[src/design/cas_pkg.sv]
// Shared types and constants for the cave smoothing pass block.
// Used by cas_cfg and cave_automaton_smoothing_pass_top; no dependencies.
package cas_pkg;

	localparam int MAX_WIDTH_DEF  = 64;
	localparam int MAX_HEIGHT_DEF = 64;

	localparam int ADDR_W = 4;
	localparam int DATA_W = 32;

	// Register indexes (paddr[3:2]).
	localparam logic [1:0] REG_GRID_WIDTH   = 2'd0;
	localparam logic [1:0] REG_GRID_HEIGHT  = 2'd1;
	localparam logic [1:0] REG_THRESHOLD    = 2'd2;
	localparam logic [1:0] REG_COUNT_CENTER = 2'd3;

	localparam logic [6:0] GRID_WIDTH_RST   = 7'd64;
	localparam logic [6:0] GRID_HEIGHT_RST  = 7'd64;
	localparam logic [3:0] THRESHOLD_RST    = 4'd4;
	localparam logic       COUNT_CENTER_RST = 1'b1;

	// Request operation codes.
	localparam logic OP_CELL  = 1'b0;
	localparam logic OP_FLUSH = 1'b1;

	typedef struct packed {
		logic [6:0] grid_width;
		logic [6:0] grid_height;
		logic [3:0] solid_threshold;
		logic       count_center;
	} cfg_t;

endpackage

[src/design/cas_cell.sv]
// One storage cell of a row delay line: shifts from its neighbor or takes
// the new request bit when it is the insertion point. No dependencies.
module cas_cell (
	input  logic clk,
	input  logic shift,
	input  logic load,
	input  logic din_new,
	input  logic din_prev,
	output logic q
);

	logic bit_q;

	always_ff @(posedge clk) begin
		if (shift) begin
			bit_q <= load ? din_new : din_prev;
		end
	end

	assign q = bit_q;

endmodule

[src/design/cas_line.sv]
// Row delay line of variable length built from a chain of cas_cell.
// A bit inserted at cell insert_idx reaches the last cell after
// DEPTH - insert_idx shifts. Depends on cas_cell.
module cas_line #(
	parameter int DEPTH = 64,
	parameter int IW    = $clog2(DEPTH)
) (
	input  logic          clk,
	input  logic          shift,
	input  logic [IW-1:0] insert_idx,
	input  logic          din,
	output logic          dout
);

	logic [DEPTH-1:0] q;

	for (genvar i = 0; i < DEPTH; i++) begin : g_cell
		logic prev;
		if (i == 0) begin : g_head
			assign prev = 1'b0;
		end else begin : g_body
			assign prev = q[i-1];
		end
		cas_cell u_cell (
			.clk     (clk),
			.shift   (shift),
			.load    (insert_idx == IW'(i)),
			.din_new (din),
			.din_prev(prev),
			.q       (q[i])
		);
	end

	assign dout = q[DEPTH-1];

endmodule

[src/design/cas_cfg.sv]
// APB-style configuration registers of the smoothing pass.
// Any write pulses restart so the pass starts over. Depends on cas_pkg.
module cas_cfg (
	input  logic                      clk,
	input  logic                      arst_n,
	input  logic                      psel,
	input  logic                      penable,
	input  logic                      pwrite,
	input  logic [cas_pkg::ADDR_W-1:0] paddr,
	input  logic [cas_pkg::DATA_W-1:0] pwdata,
	output logic [cas_pkg::DATA_W-1:0] prdata,
	output logic                      pready,
	output cas_pkg::cfg_t             cfg,
	output logic                      restart
);
	import cas_pkg::*;

	cfg_t       cfg_q;
	logic       wr_en;
	logic [1:0] idx;

	assign idx   = paddr[3:2];
	assign wr_en = psel & penable & pwrite;

	always_ff @(posedge clk or negedge arst_n) begin
		if (!arst_n) begin
			cfg_q.grid_width      <= GRID_WIDTH_RST;
			cfg_q.grid_height     <= GRID_HEIGHT_RST;
			cfg_q.solid_threshold <= THRESHOLD_RST;
			cfg_q.count_center    <= COUNT_CENTER_RST;
		end else if (wr_en) begin
			case (idx)
				REG_GRID_WIDTH:   cfg_q.grid_width      <= pwdata[6:0];
				REG_GRID_HEIGHT:  cfg_q.grid_height     <= pwdata[6:0];
				REG_THRESHOLD:    cfg_q.solid_threshold <= pwdata[3:0];
				REG_COUNT_CENTER: cfg_q.count_center    <= pwdata[0];
				default: ;
			endcase
		end
	end

	always_comb begin
		case (idx)
			REG_GRID_WIDTH:   prdata = DATA_W'(cfg_q.grid_width);
			REG_GRID_HEIGHT:  prdata = DATA_W'(cfg_q.grid_height);
			REG_THRESHOLD:    prdata = DATA_W'(cfg_q.solid_threshold);
			REG_COUNT_CENTER: prdata = DATA_W'(cfg_q.count_center);
			default:          prdata = '0;
		endcase
	end

	assign pready  = 1'b1;
	assign cfg     = cfg_q;
	assign restart = wr_en;

endmodule

[src/design/cave_automaton_smoothing_pass_top.sv]
// Top level of the cave smoothing pass: one 3x3 majority-style step over a
// raster-order binary grid. Depends on cas_pkg, cas_cfg, cas_line.
//
// Usage: requests enter on in_valid/in_ready with operation and cell_solid;
// results leave on out_valid/out_ready. Send the grid_width * grid_height
// cells in raster order, then grid_width + 1 flush requests. A flush sent
// before the last cell is accepted and dropped; a cell sent after the last
// cell counts as a flush. The result for cell (r, c) is computed when the
// request at raster index (r + 1) * w + c + 1 is accepted and appears on the
// outputs in the cycle after. One request is accepted per cycle while in_ready
// is high; the rate is set by the registered 3x3 window fed from two row delay
// lines built as chains of single-bit cells. The output register lets a new
// request in while a result is taken; in_ready drops only when a result is held
// and out_ready is low. frame_last marks the final cell and frame_stable tells
// whether the pass left every cell unchanged; the next pass starts then.
// Reset (arst_n low) loads the register defaults and starts a new pass; any
// register write also restarts the pass. Positions are reported modulo 64.
module cave_automaton_smoothing_pass_top #(
	parameter int MAX_WIDTH  = cas_pkg::MAX_WIDTH_DEF,
	parameter int MAX_HEIGHT = cas_pkg::MAX_HEIGHT_DEF
) (
	input  logic                      clk,
	input  logic                      arst_n,
	input  logic                      psel,
	input  logic                      penable,
	input  logic                      pwrite,
	input  logic [cas_pkg::ADDR_W-1:0] paddr,
	input  logic [cas_pkg::DATA_W-1:0] pwdata,
	output logic [cas_pkg::DATA_W-1:0] prdata,
	output logic                      pready,
	input  logic                      in_valid,
	output logic                      in_ready,
	input  logic                      operation,
	input  logic                      cell_solid,
	output logic                      out_valid,
	input  logic                      out_ready,
	output logic                      new_solid,
	output logic [5:0]                cell_row,
	output logic [5:0]                cell_column,
	output logic                      frame_last,
	output logic                      frame_stable
);
	import cas_pkg::*;

	localparam int CW  = $clog2(MAX_WIDTH);
	localparam int RW  = $clog2(MAX_HEIGHT);
	localparam int LW  = ($clog2(MAX_WIDTH + 1) > 7) ? $clog2(MAX_WIDTH + 1) : 7;
	localparam int LH  = ($clog2(MAX_HEIGHT + 1) > 7) ? $clog2(MAX_HEIGHT + 1) : 7;
	localparam int CWX = (CW > 6) ? CW : 6;
	localparam int RWX = (RW > 6) ? RW : 6;

	cfg_t cfg;
	logic restart;

	cas_cfg u_cfg (
		.clk    (clk),
		.arst_n (arst_n),
		.psel   (psel),
		.penable(penable),
		.pwrite (pwrite),
		.paddr  (paddr),
		.pwdata (pwdata),
		.prdata (prdata),
		.pready (pready),
		.cfg    (cfg),
		.restart(restart)
	);

	// Effective grid size, clamped to 1..MAX.
	logic [LW-1:0] gw_ext, w_eff, w_m1;
	logic [LH-1:0] gh_ext, h_eff, h_m1;

	always_comb begin
		gw_ext = LW'(cfg.grid_width);
		gh_ext = LH'(cfg.grid_height);
		if (gw_ext == '0) begin
			w_eff = LW'(1);
		end else if (gw_ext > LW'(MAX_WIDTH)) begin
			w_eff = LW'(MAX_WIDTH);
		end else begin
			w_eff = gw_ext;
		end
		if (gh_ext == '0) begin
			h_eff = LH'(1);
		end else if (gh_ext > LH'(MAX_HEIGHT)) begin
			h_eff = LH'(MAX_HEIGHT);
		end else begin
			h_eff = gh_ext;
		end
		w_m1 = w_eff - LW'(1);
		h_m1 = h_eff - LH'(1);
	end

	// Pass control state.
	logic [CW-1:0] in_col_q, out_col_q;
	logic [RW-1:0] in_row_q, out_row_q;
	logic [LW:0]   lead_q;
	logic          done_q, any_q;

	// Output register.
	logic          out_valid_q, new_solid_q, last_q, stable_q;
	logic [5:0]    row_q, col_q;

	logic acc, is_cell, step, emitting, emit, din;

	assign in_ready = ~out_valid_q | out_ready;
	assign acc      = in_valid & in_ready;
	assign is_cell  = (operation == OP_CELL) & ~done_q;
	assign step     = acc & (is_cell | done_q);
	assign emitting = lead_q >= ((LW + 1)'(w_eff) + (LW + 1)'(1));
	assign emit     = step & emitting;
	assign din      = is_cell & cell_solid;

	// Window taps: p* are the two previous requests, a* the row above that,
	// b* two rows above.
	logic [CW-1:0] insert_idx;
	logic          a0, b0, p1_q, p2_q, a1_q, a2_q, b1_q, b2_q;

	assign insert_idx = CW'(LW'(MAX_WIDTH) - w_eff);

	cas_line #(.DEPTH(MAX_WIDTH), .IW(CW)) u_line_a (
		.clk       (clk),
		.shift     (step),
		.insert_idx(insert_idx),
		.din       (din),
		.dout      (a0)
	);

	cas_line #(.DEPTH(MAX_WIDTH), .IW(CW)) u_line_b (
		.clk       (clk),
		.shift     (step),
		.insert_idx(insert_idx),
		.din       (a0),
		.dout      (b0)
	);

	always_ff @(posedge clk) begin
		if (step) begin
			p1_q <= din;
			p2_q <= p1_q;
			a1_q <= a0;
			a2_q <= a1_q;
			b1_q <= b0;
			b2_q <= b1_q;
		end
	end

	// Rule evaluation for the cell at the output position.
	logic       at_top, at_bot, at_left, at_right;
	logic       n_ul, n_u, n_ur, n_l, n_r, n_dl, n_d, n_dr, center, fresh;
	logic [3:0] count;
	logic       in_last, out_last, changed;

	always_comb begin
		at_top   = out_row_q == '0;
		at_bot   = LH'(out_row_q) == h_m1;
		at_left  = out_col_q == '0;
		at_right = LW'(out_col_q) == w_m1;
		// Positions outside the grid count as solid.
		n_ul   = b2_q | at_top | at_left;
		n_u    = b1_q | at_top;
		n_ur   = b0   | at_top | at_right;
		n_l    = a2_q | at_left;
		center = a1_q;
		n_r    = a0   | at_right;
		n_dl   = p2_q | at_bot | at_left;
		n_d    = p1_q | at_bot;
		n_dr   = din  | at_bot | at_right;
		count  = 4'(n_ul) + 4'(n_u) + 4'(n_ur) + 4'(n_l) + 4'(n_r)
		       + 4'(n_dl) + 4'(n_d) + 4'(n_dr) + 4'(center & cfg.count_center);
		fresh    = count > cfg.solid_threshold;
		changed  = fresh != center;
		out_last = at_bot & at_right;
		in_last  = (LH'(in_row_q) == h_m1) & (LW'(in_col_q) == w_m1);
	end

	always_ff @(posedge clk or negedge arst_n) begin
		if (!arst_n) begin
			in_col_q  <= '0;
			in_row_q  <= '0;
			out_col_q <= '0;
			out_row_q <= '0;
			lead_q    <= '0;
			done_q    <= 1'b0;
			any_q     <= 1'b0;
		end else if (restart || (emit && out_last)) begin
			in_col_q  <= '0;
			in_row_q  <= '0;
			out_col_q <= '0;
			out_row_q <= '0;
			lead_q    <= '0;
			done_q    <= 1'b0;
			any_q     <= 1'b0;
		end else if (step) begin
			if (!emitting) begin
				lead_q <= lead_q + (LW + 1)'(1);
			end
			if (is_cell) begin
				if (in_last) begin
					done_q <= 1'b1;
				end else if (LW'(in_col_q) == w_m1) begin
					in_col_q <= '0;
					in_row_q <= in_row_q + RW'(1);
				end else begin
					in_col_q <= in_col_q + CW'(1);
				end
			end
			if (emit) begin
				any_q <= any_q | changed;
				if (at_right) begin
					out_col_q <= '0;
					out_row_q <= out_row_q + RW'(1);
				end else begin
					out_col_q <= out_col_q + CW'(1);
				end
			end
		end
	end

	always_ff @(posedge clk or negedge arst_n) begin
		if (!arst_n) begin
			out_valid_q <= 1'b0;
		end else if (emit) begin
			out_valid_q <= 1'b1;
		end else if (out_ready) begin
			out_valid_q <= 1'b0;
		end
	end

	logic [RWX-1:0] row_ext;
	logic [CWX-1:0] col_ext;

	assign row_ext = RWX'(out_row_q);
	assign col_ext = CWX'(out_col_q);

	always_ff @(posedge clk) begin
		if (emit) begin
			new_solid_q <= fresh;
			row_q       <= row_ext[5:0];
			col_q       <= col_ext[5:0];
			last_q      <= out_last;
			stable_q    <= out_last & ~(any_q | changed);
		end
	end

	assign out_valid    = out_valid_q;
	assign new_solid    = new_solid_q;
	assign cell_row     = row_q;
	assign cell_column  = col_q;
	assign frame_last   = last_q;
	assign frame_stable = stable_q;

endmodule
[config.mk]
export PLATFORM = sky130hd
export DESIGN_NAME = cave_automaton_smoothing_pass_top
export DESIGN_NICKNAME = d
export VERILOG_FILES = /design/src/design/cas_pkg.sv /design/src/design/cas_cell.sv /design/src/design/cas_line.sv /design/src/design/cas_cfg.sv /design/src/design/cave_automaton_smoothing_pass_top.sv
export SDC_FILE = /design/constraint.sdc
export NUM_CORES = 1
export LEC_CHECK = 0
export BUFFER_PORTS_ARGS = -buffer_cell sky130_fd_sc_hd__buf_2
export CORE_UTILIZATION = 35
export DETAILED_ROUTE_END_ITERATION = 10
export SETUP_SLACK_MARGIN = 0.05
export SLEW_MARGIN = 20
export SYNTH_ARGS = -nofsm -noshare
export SYNTH_HDL_FRONTEND = slang
export SYNTH_SLANG_ARGS = --single-unit
[constraint.sdc]
create_clock -name clk -period 12.5 [get_ports clk]
set_clock_uncertainty 0.05 [all_clocks]
set_input_delay 1.25 -clock clk [delete_from_list [all_inputs] [get_ports clk]]
set_output_delay 1.25 -clock clk [all_outputs]
set_load 0.05 [all_outputs]
Word level (Yosys, flattened, before mapping)
Index checks and enable logic that the tools add are counted.

cells by class
  add/subtract/negate cells = 17
  $mul = 0
  div/mod/pow operators = 0
  magnitude comparators = 4
  equality and inequality tests = 73
  shifts and indexed selects = 0
  multiplexer cells = 161
  bitwise logic cells = 30
  reduce and logical (&&, ||, !) cells = 25

operators with widths
  kind                                                 number
  equality test 6 bit, second input constant           32
  two-way mux 1 bit                                    135
  one-hot mux 32 bit (4 select lines)                  1
  two-way mux 6 bit                                    18
  equality test 6 x 5 -> 1 bit, second input constant  16
  equality test 6 x 4 -> 1 bit, second input constant  8
  equality test 6 x 7 -> 1 bit                         4
  two-way mux 7 bit                                    4
  adder 6 x 1 -> 6 bit, second input constant          4
  equality test 6 x 3 -> 1 bit, second input constant  4
  two-way mux 8 bit                                    3
  adder 4 x 1 -> 4 bit                                 5
  logical NOT 6 bit                                    3
  bitwise OR 1 bit                                     15
  > comparator 7 bit, second input constant            2
  logical NOT 7 bit                                    2
  nonzero test 2 bit                                   7
  subtractor 7 x 1 -> 7 bit, second input constant     2
  equality test 6 x 2 -> 1 bit, second input constant  2
  AND reduction 2 bit                                  6
  AND 1 bit                                            11
  AND reduction 3 bit                                  3
  adder 7 x 1 -> 8 bit, second input constant          1
  adder 8 x 1 -> 8 bit, second input constant          1
  16 further kinds                                     21

word-level totals
  bits in registers = 203
  latch bits = 0
  bits in writable memories = 0
  bits in read-only memories = 0
  input bits = 45
  output and inout port bits = 50
  logic and storage cells = 461
  memories kept = 0

Depth between registers and ports, before layout
  word-level depth = 19
  depth in mapped cells = 29
  depth with buffers taken out = 26

Hierarchy
A second synthesis with hierarchy kept.

second synthesis, totals
  cells, all modules = 951
  area total of the unflattened synthesis = 11654.9 um^2

modules (own cells, without submodules)
  module                             instances  cells an instance  area each (um^2)  sequential area each (um^2)
  cas_cell                           128        2                  45.0              30.0
  cave_automaton_smoothing_pass_top  1          412                3867.5            1506.4
  cas_cfg                            1          91                 1091.0            480.5
  cas_line                           2          96                 465.4             0.0

Worst setup path after synthesis
OpenSTA, ideal clock, no wires.

  path kind = input port to flip-flop
  from = input out_ready
  to = register col_q[0], in the netlist cell_column[0] (enable)
  library setup time = 385 ps
  arrival = 6342 ps
  required time = 12065 ps
  path slack = 5723 ps
  stages on the path = 7
  path buffers = 2
  cells stage by stage = nand2b_1 > nand3_1 > inv_1 > nand2_1 > clkbuf_1 > inv_1 > clkbuf_1

on the way
  longest elaborated chain between the ends = 4

RTL lines
  what                  line                                      source
  start, declared       cave_automaton_smoothing_pass_top.sv:36   input logic out_ready,
  bitwise OR 1 bit      cave_automaton_smoothing_pass_top.sv:106  assign in_ready = ~out_valid_q | out_ready;
  AND 1 bit             cave_automaton_smoothing_pass_top.sv:107  assign acc = in_valid & in_ready;
  AND 1 bit             cave_automaton_smoothing_pass_top.sv:109  assign step = acc & (is_cell | done_q);
  net step              cave_automaton_smoothing_pass_top.sv:104  logic acc, is_cell, step, emitting, emit, din;
  AND 1 bit             cave_automaton_smoothing_pass_top.sv:111  assign emit = step & emitting;
  net emit              cave_automaton_smoothing_pass_top.sv:104
  end signal, assigned  cave_automaton_smoothing_pass_top.sv:240  col_q <= col_ext[5:0];
  end, declared         cave_automaton_smoothing_pass_top.sv:102  logic [5:0] row_q, col_q;

The timed path passes the listed nets, and every way through them passes these cells.
A chain may end at the register's enable or synchronous reset.

Worst setup path in the final report
  from = register u_cfg.cfg_q (netlist bit u_cfg.cfg[16])
  to = register any_q

on the way
  longest elaborated chain between the ends = 19
  elaborated cells between the ends (all ways) = 31
  classes of those cells = add/sub (9); order compare (3); eq/ne (2); mux (5); bitwise (6); reduce/logical (6)

RTL lines
  what                                  line                                      source
  start, declared                       cas_cfg.sv:18                             cfg_t cfg_q;
  > comparator 7 bit                    cave_automaton_smoothing_pass_top.sv:78   end else if (gw_ext > LW'(MAX_WIDTH)) begin
  two-way mux 7 bit                     cave_automaton_smoothing_pass_top.sv:78
  two-way mux 7 bit *                   cave_automaton_smoothing_pass_top.sv:76   if (gw_ext == '0) begin
  subtractor 7 x 1 -> 7 bit *           cave_automaton_smoothing_pass_top.sv:90   w_m1 = w_eff - LW'(1);
  equality test 6 x 7 -> 1 bit *        cave_automaton_smoothing_pass_top.sv:158  at_right = LW'(out_col_q) == w_m1;
  bitwise OR 1 bit                      cave_automaton_smoothing_pass_top.sv:162  n_ur = b0 | at_top | at_right;
  adder 2 x 1 -> 3 bit                  cave_automaton_smoothing_pass_top.sv:169  count = 4'(n_ul) + 4'(n_u) + 4'(n_ur) + 4'(n_l) + 4'(n_r)
  adder 3 x 1 -> 4 bit                  cave_automaton_smoothing_pass_top.sv:169
  [3 not listed]                        n/a
  adder 4 x 1 -> 4 bit * (2 in series)  cave_automaton_smoothing_pass_top.sv:170  + 4'(n_dl) + 4'(n_d) + 4'(n_dr) + 4'(center & cfg.count_center);
  > comparator 4 bit *                  cave_automaton_smoothing_pass_top.sv:171  fresh = count > cfg.solid_threshold;
  net fresh                             cave_automaton_smoothing_pass_top.sv:150  logic n_ul, n_u, n_ur, n_l, n_r, n_dl, n_d, n_dr, center, fresh;
  != test 1 bit *                       cave_automaton_smoothing_pass_top.sv:172  changed = fresh != center;
  bitwise OR 1 bit *                    cave_automaton_smoothing_pass_top.sv:209  any_q <= any_q | changed;
  two-way mux 1 bit *                   cave_automaton_smoothing_pass_top.sv:208  if (emit) begin
  two-way mux 1 bit *                   cave_automaton_smoothing_pass_top.sv:194  end else if (step) begin
  two-way mux 1 bit *                   cave_automaton_smoothing_pass_top.sv:186  end else if (restart || (emit && out_last)) begin
  end signal, assigned                  cave_automaton_smoothing_pass_top.sv:209
  end, declared                         cave_automaton_smoothing_pass_top.sv:98   logic done_q, any_q;

Mark *: on every way through the listed nets, which the timed path passes. The rest lies on a longest branch. The select of a mux whose other input is x is not followed.

==> results by group <==
Run status
  – Status: finished clean

Logic synthesis
  – Async SR Flop Fraction: 0.266
  – Ys flop type: edfxtp_1
  – Netlist Area Pre-Place: 10900 sq um
  – Sequential-to-total area share from yosys stat: 0.534
  – Yosys top cell area share: 0.410
  – EDFF count, synth: 149
  – Top cells by area, synth: edfxtp_1 (41%), mux2_2 (15%), dfrtp_1 (11%), nor2_1 (3.5%), ha_1 (3.2%)
  – Area leader, netlist: edfxtp_1
  – Syn Area/Cell: 11.8 sq um
  – Distinct cell type count after synthesis: 68
  – Flops & latches, synth: 203
  – Cells after Synth: 922
  – Synth warnings: 0

Place
  – Placer Congestion: 0.802
  – Post-DP HPWL: 15.2 mm
  – PortBufs: 41

Pwr
  – Sw Ratio: 0.327
  – Clock power frac: 0.334
  – Internal: 1.53 mW
  – Leak pwr: 4.51 nW
  – Combinational power share: 0.272
  – Power Density: 185 nW/um^2
  – Register share of total power: 0.394
  – Sw power: 742 uW
  – Worst vdd ir: 88.6 uV

Clocking
  – Post-CTS setup buffers: 0
  – TritonCTS clock tree: yes
  – CTS Buf Count: 25
  – Clock Tree Buf Depth: 3
  – Resized cells post-CTS: 0
  – Clock root buffer: clkbuf_16
  – Reg clk slew, reported paths: 0.06 ns
  – Later-pin clock latency in the skew report: 0.53 ns
  – Num Clock Sinks: 203
  – Cts hold-fix bufs: 0
  – H-tree depth: 1

Final layout
  – Share of cells above drive strength 1: 0.264
  – Commonest non-fill, non-tap cells in the layout: edfxtp_1 (149), mux2_2 (143), nor2_1 (102)
  – Diode count: 0
  – Synthesis-to-finish area growth: 12.3%
  – Commonest non-fill, non-tap cell in the layout: edfxtp_1
  – # fillers: 2896
  – Register area: 5830 sq um
  – Nets: 1026
  – Area occupied by multi-input gates: 4700 sq um

Routing
  – Drt drc: 0
  – Vias: 7040
  – Final ANT Viol Nets: 0
  – Pre-antenna DRT Iters: 5
  – WL/cell: 17.2 um
  – Vias per inst: 5.17
  – Initial drt markers: 451
  – DRT Wirelength: 23.5 mm

Timing
  – Final slew viol count: 0
  – Period utilisation layout: 0.613
  – Final setup vio count: 0
  – RSZ-0062 raised after global routing: false
  – Final worst path period need: 7.67 ns
  – Slew margin rel.: 0.314
  – Final hold slack: 0.410 ns
  – Fin Setup TNS: 0 ns
  – Final count of hold timing violations: 0
  – Max Fclk: 130 MHz
  – Slew @ Worst Pin: 1.03 ns

Floorplan
  – Initial Util: 0.356
  – Cell Rows: 64
  – Die H: 179 um
  – Core area: 30700 sq um
  – Top-Level Pins: 95
  – Die span in x: 179 um
  – Die area: 31900 sq um

GRT
  – Overall global routing resource usage: 0.150
  – Global-route wire length before repair: 37.7 mm
  – Largest net degree at the start of global routing: 93
  – Vias in the first global route: 6784
  – Grt ovf: 0
  – Initial antenna violation count: 0

Worst setup path
  – Critical Path End Type: flop
  – Setup Crit Path Kind: reg2reg
  – Worst endpoint data arrival time: 7.97 ns
  – Critical Path Source Type: flop
  – CP max FO: 18
  – Crit path required time: 12.81 ns

Flow run
  – Max-Cap Viols: 0

Worst hold path
  – Worst hold-check path type: reg2reg
## critical path: stages (launching register included)
cell and delay (ns):
dfrtp_1 0.54, nor4_1 0.42, a21oi_1 0.12, nor2_1 0.42, inv_1 0.19, ha_1 0.41
nand2b_1 0.24, a311oi_2 0.46, xnor2_1 0.11, or4_1 0.59, or4_1 0.80, and3_1 0.36
fa_1 0.49, inv_1 0.06, fa_1 0.44, inv_1 0.08, fa_1 0.40, inv_1 0.07
ha_1 0.23, nor2b_1 0.13, o21a_1 0.16, o21a_1 0.16, o21a_1 0.20, xor2_1 0.16
a21oi_1 0.15, nor2_1 0.05
## stage by stage
stage	worst slack (ns)	cell area [sq um]	total power [mW]	std cells	util
2_1_floorplan	5.72	11000	1.39	947	-
3_3_place_gp	4.95	11400	1.51	1317	0.372
3_5_place_dp	4.86	11400	1.53	1317	0.372
4_1_cts	4.83	12300	2.29	1363	0.400
5_1_grt	4.50	12300	2.40	1363	0.400
6_report	4.83	12300	2.27	1363	0.400
## registers in the layout (all words and copies together) (netlist names), 6 cells and up
register / flops
cell_row: 6
lead_q: 8
u_line_b.g_cell.u_cell.q: 64
u_cfg.cfg: 19
col_ext: 6
out_row_q: 6
in_row_q: 6
in_col_q: 6
cell_column: 6
u_line_a.g_cell.u_cell.q: 64
## logic make-up after synthesis
family          share of synthesized area
buf+inv                            0.0455
compound gates                     0.0700
other cells                      0.000687
simple gates                        0.126
mux                                 0.156
flops                               0.534
fa+ha+maj                          0.0412
xor+xnor                           0.0270
## layout make-up
cell class	count	share of cell area
clock buffer	25	0.0510
sequential	203	0.475
multi-input combinational	640	0.383
timing repair buffer	49	0.0219
clock inverter	21	0.0198
tap	396	0.0404
inverter	29	0.00907
## path summary, 6_finish.rpt
path	startpoint	slack (ns)	endpoint	depth (start not counted)
worst max-delay path	u_cfg.cfg[16]	4.83	any_q	25
worst min-delay path	b1_q	0.41	b2_q	0
worst max register to register	u_cfg.cfg[16]	4.83	any_q	25
worst min register to register	b1_q	0.41	b2_q	0
max in group asynchronous	arst_n	11.08	col_ext[2]	2
min in group asynchronous	arst_n	0.82	in_row_q[3]	2
## power groups by stage
stage               registers (mW)  logic (mW)  clock network (mW)
floorplan                    0.896       0.489                   0
global placement             0.906       0.607                   0
detailed placement           0.908       0.618                   0
CTS                          0.895       0.622               0.775
global route                 0.909       0.690               0.801
finish                       0.896       0.618               0.758
## routing by layer
layer / GRT usage / part of all wire
met1: 0.213 / 0.47
met2: 0.240 / 0.47
met3: 0.0254 / 0.044
met4: 0.0339 / 0.015
met5: 0 / 0
## cell usage after synthesis, types with 7 or more instances
| cell type | number |
|---|---|
| nor2_1 | 102 |
| nor2b_1 | 9 |
| o21ai_0 | 29 |
| o31ai_1 | 7 |
| nand2_1 | 52 |
| xnor2_1 | 20 |
| mux2i_1 | 7 |
| nor3_1 | 19 |
| or4_1 | 7 |
| buf_4 | 26 |
| or2_2 | 7 |
| a31oi_1 | 9 |
| xor2_1 | 11 |
| mux2_2 | 143 |
| nand2b_1 | 13 |
| inv_1 | 28 |
| ha_1 | 28 |
| dfrtp_1 | 50 |
| a21oi_1 | 27 |
| nand3_1 | 26 |
| nand4_1 | 11 |
| and2_1 | 8 |
| edfxtp_1 | 149 |
| clkbuf_1 | 47 |
Power figures use the tool's default switching activity.
